$ cat src/design/assert_macros.svh
// ----------------------------------------------------------------------------
// assert_macros.svh
// Assertion shorthands on clk, disabled while rst is high.
// ----------------------------------------------------------------------------
`ifndef ASSERT_MACROS_SVH
`define ASSERT_MACROS_SVH

// same-cycle implication or plain property
`define CHECK_NOW(label, prop, msg) \
  label: assert property (@(posedge clk) disable iff (rst) prop) else $error(msg);

// property on the following cycle
`define CHECK_NEXT(label, pre, post, msg) \
  label: assert property (@(posedge clk) disable iff (rst) pre |=> post) else $error(msg);

`endif

$ cat src/design/hkd_pkg.sv
// ----------------------------------------------------------------------------
// hkd_pkg
// Shared types and constants of the keyboard report event converter.
// ----------------------------------------------------------------------------
package hkd_pkg;

  localparam int MAX_SLOTS = 6;
  localparam int CODE_W    = 8;
  localparam int KEY_CODES = 1 << CODE_W;
  localparam int Q_DEPTH   = 4;
  localparam int Q_AW      = $clog2(Q_DEPTH);

  // one queued operation against the held-key map
  typedef struct packed {
    logic [CODE_W-1:0] code;
    logic              is_press;
    logic              last;
  } op_t;

endpackage

$ cat src/design/hkd_front.sv
// ----------------------------------------------------------------------------
// hkd_front
// Accepts a report, classifies release and press candidates, issues ops.
// ----------------------------------------------------------------------------
module hkd_front
  import hkd_pkg::*;
#(
  parameter int KEY_SLOTS = 6
) (
  input  logic              clk,
  input  logic              rst,
  input  logic              in_valid,
  output logic              in_stall,
  input  logic [CODE_W-1:0] slots [MAX_SLOTS],
  output op_t               op,
  output logic              push,
  input  logic              q_full
);

  localparam int N_OPS = 2 * KEY_SLOTS;
  localparam int SEL_W = $clog2(N_OPS);

  logic [CODE_W-1:0] prev  [KEY_SLOTS];
  logic [CODE_W-1:0] codes [N_OPS];
  logic [N_OPS-1:0]  mask;
  logic [N_OPS-1:0]  mask_new;
  logic [N_OPS-1:0]  mask_clr;
  logic [SEL_W-1:0]  sel;
  logic              accept;

  always_comb begin
    sel = '0;
    for (int i = N_OPS - 1; i >= 0; i--) begin
      if (mask[i]) sel = SEL_W'(i);
    end
  end

  // drop the lowest pending bit once its op is pushed
  assign mask_clr = mask & (mask - N_OPS'(1));

  assign op.code     = codes[sel];
  assign op.is_press = (sel >= SEL_W'(KEY_SLOTS));
  assign op.last     = (mask_clr == '0);

  assign push     = (|mask) && !q_full;
  assign in_stall = (|mask) && !(push && op.last);
  assign accept   = in_valid && !in_stall;

  always_comb begin
    mask_new = '0;
    for (int i = 0; i < KEY_SLOTS; i++) begin
      logic found;
      found = 1'b0;
      for (int j = 0; j < KEY_SLOTS; j++) begin
        if (slots[j] == prev[i]) found = 1'b1;
      end
      mask_new[i]             = (prev[i] != '0) && !found;
      mask_new[KEY_SLOTS + i] = (slots[i] != '0);
    end
  end

  always_ff @(posedge clk) begin
    if (rst) begin
      mask <= '0;
      for (int i = 0; i < KEY_SLOTS; i++) prev[i] <= '0;
    end else begin
      if (accept) begin
        mask <= mask_new;
        for (int i = 0; i < KEY_SLOTS; i++) begin
          codes[i]             <= prev[i];
          codes[KEY_SLOTS + i] <= slots[i];
          prev[i]              <= slots[i];
        end
      end else if (push) begin
        mask <= mask_clr;
      end
    end
  end

endmodule

$ cat src/design/hkd_queue.sv
// ----------------------------------------------------------------------------
// hkd_queue
// Short FIFO of ops between the classifier and the map sequencer.
// ----------------------------------------------------------------------------
module hkd_queue
  import hkd_pkg::*;
(
  input  logic clk,
  input  logic rst,
  input  op_t  wr_op,
  input  logic push,
  output logic full,
  output op_t  head,
  output logic head_valid,
  input  logic pop
);

  op_t             slots [Q_DEPTH];
  logic [Q_AW-1:0] wr_ptr;
  logic [Q_AW-1:0] rd_ptr;
  logic [Q_AW:0]   count;

  assign full       = (count == (Q_AW + 1)'(Q_DEPTH));
  assign head_valid = (count != '0);
  assign head       = slots[rd_ptr];

  always_ff @(posedge clk) begin
    if (rst) begin
      wr_ptr <= '0;
      rd_ptr <= '0;
      count  <= '0;
    end else begin
      if (push) begin
        slots[wr_ptr] <= wr_op;
        wr_ptr        <= wr_ptr + Q_AW'(1);
      end
      if (pop) rd_ptr <= rd_ptr + Q_AW'(1);
      if (push && !pop) count <= count + (Q_AW + 1)'(1);
      else if (pop && !push) count <= count - (Q_AW + 1)'(1);
    end
  end

endmodule

$ cat src/design/hkd_back.sv
// ----------------------------------------------------------------------------
// hkd_back
// Runs ops against the held-key map and emits events, marking the last.
// ----------------------------------------------------------------------------
`include "assert_macros.svh"

module hkd_back
  import hkd_pkg::*;
(
  input  logic              clk,
  input  logic              rst,
  input  op_t               head,
  input  logic              head_valid,
  output logic              pop,
  output logic              out_valid,
  input  logic              out_stall,
  output logic [CODE_W-1:0] event_code,
  output logic              is_press,
  output logic              last_event
);

  logic                 map_mem [KEY_CODES];
  logic [KEY_CODES-1:0] written;

  logic              s1_valid;
  op_t               s1_op;
  logic              s1_mem;
  logic              s1_vbit;
  logic              s1_fwd_hit;
  logic              s1_fwd_val;

  logic              hold_valid;
  logic              hold_final;
  logic [CODE_W-1:0] hold_code;
  logic              hold_press;

  logic              out_free;
  logic              out_load;
  logic              s1_retire;
  logic              hold_flush;
  logic              held;
  logic              ev_valid;
  logic              ev_press;
  logic [CODE_W-1:0] ev_code;
  logic              wr_en;
  logic              wr_val;

  assign out_free   = !out_valid || !out_stall;
  // a final event in hold must leave before the next op runs
  assign s1_retire  = s1_valid && out_free && !(hold_valid && hold_final);
  assign hold_flush = hold_valid && hold_final && out_free;
  assign pop        = head_valid && (!s1_valid || s1_retire);
  assign held       = s1_fwd_hit ? s1_fwd_val : (s1_vbit & s1_mem);
  assign out_load   = hold_flush ||
                      (s1_retire && hold_valid && (ev_valid || s1_op.last));

  always_comb begin
    ev_code  = s1_op.code;
    wr_val   = 1'b0;
    if (s1_op.is_press) begin
      ev_valid = !held;
      ev_press = 1'b1;
      wr_en    = s1_retire && !held;
      wr_val   = 1'b1;
    end else begin
      ev_valid = 1'b1;
      ev_press = 1'b0;
      wr_en    = s1_retire;
      if (!held) ev_code = '0;
    end
  end

  always_ff @(posedge clk) begin
    if (wr_en) map_mem[s1_op.code] <= wr_val;
    if (pop) s1_mem <= map_mem[head.code];
  end

  always_ff @(posedge clk) begin
    if (rst) begin
      written  <= '0;
      s1_valid <= 1'b0;
    end else begin
      if (wr_en) written[s1_op.code] <= 1'b1;
      if (pop) s1_valid <= 1'b1;
      else if (s1_retire) s1_valid <= 1'b0;
    end
  end

  // forward a write landing on the same edge as the read
  always_ff @(posedge clk) begin
    if (pop) begin
      s1_op      <= head;
      s1_vbit    <= written[head.code];
      s1_fwd_hit <= wr_en && (s1_op.code == head.code);
      s1_fwd_val <= wr_val;
    end
  end

  always_ff @(posedge clk) begin
    if (rst) begin
      hold_valid <= 1'b0;
      hold_final <= 1'b0;
      out_valid  <= 1'b0;
    end else begin
      if (out_load) out_valid <= 1'b1;
      else if (!out_stall) out_valid <= 1'b0;
      if (hold_flush) begin
        event_code <= hold_code;
        is_press   <= hold_press;
        last_event <= 1'b1;
        hold_valid <= 1'b0;
      end else if (s1_retire) begin
        if (ev_valid) begin
          if (hold_valid) begin
            event_code <= hold_code;
            is_press   <= hold_press;
            last_event <= 1'b0;
          end
          hold_valid <= 1'b1;
          hold_final <= s1_op.last;
          hold_code  <= ev_code;
          hold_press <= ev_press;
        end else if (s1_op.last && hold_valid) begin
          event_code <= hold_code;
          is_press   <= hold_press;
          last_event <= 1'b1;
          hold_valid <= 1'b0;
        end
      end
    end
  end

  `CHECK_NOW(a_final_blocks_retire, (hold_valid && hold_final) |-> !s1_retire, "op ran past final")
  `CHECK_NOW(a_release_emits, (s1_valid && !s1_op.is_press) |-> ev_valid, "release lost")
  `CHECK_NEXT(a_flush_empties_hold, hold_flush, !hold_valid, "hold kept after final word")

endmodule

$ cat src/design/hid_report_key_event_diff.sv
// ----------------------------------------------------------------------------
// hid_report_key_event_diff
// Turns keyboard reports of key code slots into key press and release words.
// ----------------------------------------------------------------------------
// Input channel: in_valid/in_stall with key_slot_0..5; only the first
// KEY_SLOTS slots count. Output channel: out_valid/out_stall carrying
// event_code, is_press and last_event, one event per word.
// Each report gives its releases in slot order, then its presses, and the
// last word of the report has last_event set; a report with no change gives
// no word. The classifier issues one op per cycle while the queue is not full
// (releases plus nonzero slots of the new report) and holds the input until
// the report's last op is pushed; the map sequencer retires one op per cycle
// while the output is free and no final word waits in hold, then sends the
// report's final word. The map read is a registered memory port with
// same-edge forwarding, so back-to-back ops on one code see each other.
// Reset (rst, synchronous) empties the queue, zeroes the previous report and
// clears all 256 map entries at once through per-entry valid bits.
// A stall on the output holds the current word; the op queue lets the input
// keep taking reports until it fills.
// ----------------------------------------------------------------------------
module hid_report_key_event_diff
  import hkd_pkg::*;
#(
  parameter int KEY_SLOTS = 6
) (
  input  logic              clk,
  input  logic              rst,
  input  logic              in_valid,
  output logic              in_stall,
  input  logic [CODE_W-1:0] key_slot_0,
  input  logic [CODE_W-1:0] key_slot_1,
  input  logic [CODE_W-1:0] key_slot_2,
  input  logic [CODE_W-1:0] key_slot_3,
  input  logic [CODE_W-1:0] key_slot_4,
  input  logic [CODE_W-1:0] key_slot_5,
  output logic              out_valid,
  input  logic              out_stall,
  output logic [CODE_W-1:0] event_code,
  output logic              is_press,
  output logic              last_event
);

  logic [CODE_W-1:0] slots [MAX_SLOTS];
  op_t               front_op;
  op_t               head;
  logic              push;
  logic              q_full;
  logic              head_valid;
  logic              pop;

  assign slots[0] = key_slot_0;
  assign slots[1] = key_slot_1;
  assign slots[2] = key_slot_2;
  assign slots[3] = key_slot_3;
  assign slots[4] = key_slot_4;
  assign slots[5] = key_slot_5;

  hkd_front #(.KEY_SLOTS(KEY_SLOTS)) u_front (
    .clk      (clk),
    .rst      (rst),
    .in_valid (in_valid),
    .in_stall (in_stall),
    .slots    (slots),
    .op       (front_op),
    .push     (push),
    .q_full   (q_full)
  );

  hkd_queue u_queue (
    .clk        (clk),
    .rst        (rst),
    .wr_op      (front_op),
    .push       (push),
    .full       (q_full),
    .head       (head),
    .head_valid (head_valid),
    .pop        (pop)
  );

  hkd_back u_back (
    .clk        (clk),
    .rst        (rst),
    .head       (head),
    .head_valid (head_valid),
    .pop        (pop),
    .out_valid  (out_valid),
    .out_stall  (out_stall),
    .event_code (event_code),
    .is_press   (is_press),
    .last_event (last_event)
  );

endmodule
$ cat config.mk
export PLATFORM = sky130hd
export DESIGN_NAME = hid_report_key_event_diff
export DESIGN_NICKNAME = d
export VERILOG_FILES = /design/src/design/hkd_pkg.sv /design/src/design/hkd_front.sv /design/src/design/hkd_queue.sv /design/src/design/hkd_back.sv /design/src/design/hid_report_key_event_diff.sv
export VERILOG_INCLUDE_DIRS = /design/src /design/src/design
export SDC_FILE = /design/constraint.sdc
export NUM_CORES = 1
export LEC_CHECK = 0
export ABC_AREA = 1
export BUFFER_PORTS_ARGS = -buffer_cell sky130_fd_sc_hd__buf_2
export CAP_MARGIN = 20
export CORE_ASPECT_RATIO = 1.4
export CORE_UTILIZATION = 60
export DETAILED_ROUTE_END_ITERATION = 10
export GPL_ROUTABILITY_DRIVEN = 1
export PLACE_DENSITY = 0.76
export RECOVER_POWER = 100
export SYNTH_ARGS = -nofsm -noshare
export SYNTH_HDL_FRONTEND = slang
export SYNTH_SLANG_ARGS = --single-unit
$ cat constraint.sdc
create_clock -name clk -period 8.56 [get_ports clk]
set_input_delay 1.712 -clock clk [delete_from_list [all_inputs] [get_ports clk]]
set_output_delay 1.712 -clock clk [all_outputs]
set_load 0.005 [all_outputs]
; ---- After elaboration in Yosys (flattened, before gate mapping)
; Memories as Yosys holds them, arrays and structs flattened. A register that Yosys moved wholly into a read port is not among the register bits.
; Cells that the tools add are included.
[op_classes]
add_sub_neg = 5
order_cmp = 4
n_eq_ne = 40
muxes = 100
bitwise_logic = 11
reduce_logical = 69
[ops]
columns = op, n
row1 = 8-bit equality test, 37
row2 = 256-bit OR, 1
row3 = 8-bit 2-to-1 mux, 13
row4 = 8-bit nonzero test, 12
row5 = 1-bit 2-to-1 mux, 67
row6 = 4-bit 2-to-1 mux, 12
row7 = 12-bit 2-to-1 mux, 2
row8 = 1-bit logical AND, 23
row9 = 8-bit by 9-bit less-than comparator with 1-bit output (second input constant), 2
row10 = 1-bit zero test, 16
row11 = 12-bit bitwise AND, 1
row12 = 12-bit zero test, 1
row13 = 12-bit OR reduction, 1
row14 = 12-bit by 1-bit subtractor with 12-bit output (second input constant), 1
row15 = 2-bit nonzero test, 5
row16 = 1-bit binary-select mux with 8-bit select, 1
row17 = 1-bit demux with 8-bit select, 1
row18 = 8-bit by 1-bit greater-or-equal comparator with 1-bit output (second input constant), 1
row19 = 4-bit AND reduction, 2
row20 = 3-bit 2-to-1 mux, 2
row21 = 1-bit OR, 6
row22 = 3-bit nonzero test, 2
row23 = 2-bit by 1-bit adder with 2-bit output (second input constant), 2
row24 = 4-bit by 3-bit greater-or-equal comparator with 1-bit output (second input constant), 1
row25 = 12 further kinds, 17
[word_totals]
register_bits = 311
ram_bits = 440
out_inout_bits = 12
word_cells = 253
memories = 4
[mem_list]
columns = name, depth, width, read_ports, rd_ports_with_merged_regs, write_ports, line_no
row1 = u_back.map_mem, 256, 1, 1, 1, 1, hkd_back.sv:22  ; logic map_mem [KEY_CODES];
row2 = u_front.codes, 12, 8, 1, 0, 12, hkd_front.sv:24  ; logic [CODE_W-1:0] codes [N_OPS];
row3 = u_front.prev, 6, 8, 6, 0, 6, hkd_front.sv:23  ; logic [CODE_W-1:0] prev [KEY_SLOTS];
row4 = u_queue.slots, 4, 10, 1, 1, 1, hkd_queue.sv:18  ; op_t slots [Q_DEPTH];

; ---- Depth between registers and ports, before layout
[logic_depth]
depth_word = 13
mapped_depth = 17

; ---- Modules after synthesis
; A second synthesis with hierarchy kept.
[hier_totals]
cells_unflattened = 4250
area_unflattened_um2 = 36483.7
[modules_own_cells]
columns = module, n_inst, cells_per_inst, area_per_inst_um2
row1 = hkd_back, 1, 2672, 23516.3
row2 = hkd_front, 1, 1421, 10856.7
row3 = hkd_queue, 1, 157, 2110.8

; ---- Worst setup path before layout
; Ideal clock, no wire load.
[synth_timing]
path_type = register to register
from = register u_back.s1_op[1] (netlist name)
to = register u_back.event_code[0] (enable)
arrival_ps = 4867
path_slack_ps = 3346
path_stages_with_launch = 6
path_buffers = 2
path_cell_list = edfxtp_1 -> nand2_1 -> nand2_1 -> clkbuf_1 -> buf_1 -> a31oi_1
[synth_via]
elab_chain_len = 3
[synth_rtl]
columns = element, line_no
row1 = from (decl), hkd_back.sv:26  ; op_t s1_op;
row2 = from (signal assigned), hkd_back.sv:92  ; s1_op <= head;
row3 = 1-bit 2-to-1 mux *, hkd_back.sv:60  ; if (s1_op.is_press) begin
row4 = 3-bit by 1-bit inequality test with 1-bit output (no source line) / 3-bit nonzero test (equally long branches), -
row5 = 4-bit AND reduction (no source line) *, -
row6 = to (signal assigned), hkd_back.sv:108  ; event_code <= hold_code;
row7 = to (signal assigned), hkd_back.sv:115  ; event_code <= hold_code;
row8 = to (signal assigned), hkd_back.sv:124  ; event_code <= hold_code;
row9 = to (decl), hkd_back.sv:17  ; output logic [CODE_W-1:0] event_code,
; Every way passes the cells marked *; elsewhere a longest branch is shown, timed or not.
; A chain may end at the register's enable or synchronous reset.

==> impl_metrics.tcl <==
set metrics [dict create \
    reg2reg_to "u_back.s1_vbit" \
    most-common-layout-cells "nor2_1 (985), nand2_1 (794), nand3_1 (532), inv_1 (505), edfxtp_1 (473)" \
    worstMarginPinSlew_ps 5108 \
    seqPwrFrac 0.337 \
    internal_power_mw 8.798 \
    yosysWarnings 0 \
    ff2ff_path_depth 15 \
    core_area_um2 61050 \
    start_util 0.6077 \
    ioPinCount 64 \
    fin_cells 5287 \
    wl_met2_um 57630 \
    dpl_cell_area_um2 37490 \
    dp_hpwl_um 75660 \
    ys_async_sr_fraction 0 \
    viasPerCell 5.912 \
    fin_area_um2 39870 \
    place.gp.congestion 1.058 \
    required_ps 9050 \
    crit_path_top_delay_cell "nand2_1" \
    cts_tree "yes" \
    grt_overflow 0 \
    fin_worst_skew_ps 25.24 \
    p_total_mw 16.26 \
    rows 107 \
    totalWireLength_um 121200 \
    ys_seq_area_frac 0.5345 \
    synth_top_flop_cell "edfxtp_1" \
    fin_crit_sh 0.7258 \
    rsz0062_at_grt "false" \
    place_inst 5148 \
    synth_cells 4540 \
    h-tree-depth 3 \
    drc 0 \
    grt_pass1_vias 29365 \
    dr.pass1.iters 6 \
    vias 31258 \
    syn_avg_cell_area_um2 8.171 \
    comb_power_share 0.454 \
    ant_nets 0 \
    post_cts_buffers 0 \
    worstPathMaxFanout 59 \
    die_area_um2 62840 \
    status "complete, but fails checks" \
    ys_types 44 \
    cts_root_buf "clkbuf_16" \
    numCtsBuffers 73 \
    synth_edf_count 473 \
    critPathCaptureType "flip-flop" \
    clock_latency_ps 630 \
    synth_area_leader_cell "edfxtp_1" \
    synth_nets 4598 \
    p_leak_nw 15.33 \
    worstHoldStart "u_back.hold_code[6]" \
    crit_arrival_ps 6700 \
    swShare 0.4588 \
    grt_pass1_wl_um 178900 \
    cts_resized 0 \
    die_x_um 212.2 \
    slew_viol_final 640 \
    yosys-top-cells-area "edfxtp_1 (38%), dfxtp_1 (15%), nor2_1 (10%), nand2_1 (8.1%), nand3_1 (7.2%)" \
    grt.total_usage 0.3894 \
    final_common_cell "nor2_1" \
    crit_top_cell "nand3_1" \
    wl_met3_um 10680 \
    powerDensity_nw_per_um2 407.7 \
    crit_chain "inv_1, nand2_1, nand2_1, nand2_1, nand2_1, buf_4, clkbuf_2, nand3_1, nand3_1, nand3_1, nand3_1, nand3_1, nand3_1, nand3_1, nand2_1" \
    nets 4467 \
    cp_num_buf_inv 3 \
    synth.top_cell.area_share 0.3829 \
    path_class "reg -> reg" \
    wl_met1_um 41420 \
    crit_family "simple AND/OR/NAND/NOR gates" \
    hold_path_end "u_back.event_code[6]" \
    drv_cap 11 \
    port_buffers 63 \
    setup_viol 0 \
    min_path_cells 0 \
    start_kind "flip-flop" \
    top_layer "met5" \
    reg2reg_slack_ps 2350 \
    switching_power_mw 7.457 \
    hold_class "reg -> reg" \
    clkSinkCount 754 \
    fillCellCount 5268 \
    worst_hold_slack_ps 431.0 \
    cp_slowest_stage_delay_ps 1360 \
    path_clk_slew_ps 60 \
    violations "max-capacitance violations, max-slew violations" \
    maxSlewHeadroom -2.405 \
    cts_buffer_depth 3 \
    grt_max_degree 259 \
    drive_above_1_share 0.04140 \
    ys_seq_elements 754 \
    holdBufCountCts 0 \
    antenna_found_initial 2 \
    drt-initial-drc-count 3303 \
    final_hold_viol_count 0 \
    fin_crit_ps 6213 \
    die_y_um 296.2 \
    synth_area_um2 37100 \
    area_growth_pct 7.467 \
    wl_per_cell_um 22.93 \
    final.setup.tns_ps 0 \
    fmax_ghz 0.1610 \
    ir_drop_mv 0.3100 \
    clockPowerShare 0.209 \
]
worst max-delay path by stage:
stage               cells after the start             from  slack (ps)                   end
finish                                 15        flip-flop        2350        u_back.s1_vbit
global route                           15        flip-flop        2000        u_back.s1_vbit
CTS                                    14        flip-flop        4060        u_back.s1_vbit
detailed placement                     14        flip-flop        4130        u_back.s1_vbit
global placement                       14        flip-flop        4180        u_back.s1_vbit
floorplan                               5  u_back.s1_op[1]        3350  u_back.event_code[0]
per-stage QoR:
step	util	setup WS (ps)
6_report	0.6531	2347
5_1_grt	0.6530	2004
4_1_cts	0.6553	4062
3_5_place_dp	0.6141	4127
3_3_place_gp	0.6141	4185
2_1_floorplan	-	3346
per-layer routing:
metal / global-route usage / up-vias
li1: - / 14355
met1: 0.4324 / 14665
met2: 0.6431 / 1677
met3: 0.07709 / 559
met4: 0.3302 / 2
met5: 0 / -
sequential cells by signal (all words and copies together) (netlist names), 2 cells and up, named ones only:
register,flops
u_queue.count,3
u_queue.wr_ptr,2
u_front.mask,12
u_back.hold_code,8
u_back.event_code,8
u_back.written,256
u_front.codes,96
u_queue.rd_ptr,2
u_back.s1_op,10
u_back.map_mem,256
u_front.prev,48
u_queue.slots,40
worst reg2reg max path, delay by kind of cell, from the launching register on:
family / cells / cell delay [ps]
buffers and inverters: 3 / 2270
and+or+nand+nor: 12 / 3260
DFF: 1 / 540
layout make-up:
cell class	count	area, um2	share of cell area
Antenna cell	1	2.502	0.00006277
Clock buffer	103	2062	0.05172
Clock inverter	32	455.4	0.01142
Inverter	516	1937	0.04858
Multi-Input combinational cell	2968	14100	0.3537
Sequential cell	754	19830	0.4974
Tap cell	817	1022	0.02564
Timing Repair Buffer	96	457.9	0.01149
kinds of logic after synthesis:
group                    after synthesis  share of synthesized area
AND/OR/NAND/NOR                     2618                     0.3107
buffers and inverters                818                    0.08590
flip-flops                           754                     0.5345
AO/OA/AOI/OAI                        192                    0.03083
XOR/XNOR                             152                    0.03589
adder cells (fa/ha/maj)                6                   0.002226
power by group through the flow:
stage / logic (mW) / clock network, mW / registers, mW
6_report: 7.38 / 3.40 / 5.48
5_1_grt: 7.98 / 3.54 / 5.49
4_1_cts: 7.23 / 3.42 / 5.34
3_5_place_dp: 7.19 / 0 / 5.42
3_3_place_gp: 7.14 / 0 / 5.41
2_1_floorplan: 5.18 / 0 / 5.08
cells in the mapped netlist (20+ instances only):
master    instances
nand3b_1        126
xor2_1           76
nor3_1           22
nor2_1          984
buf_1            20
nand3_1         534
nor4_1           42
dfxtp_1         281
buf_2            49
xnor2_1          76
inv_1           501
o211ai_1         45
nor2_4           22
nand4_1          69
o21ai_0          93
edfxtp_1        473
a21oi_1          23
clkbuf_1        226
nand2_1         797
Note: power is estimated with default switching activity, not from simulation.
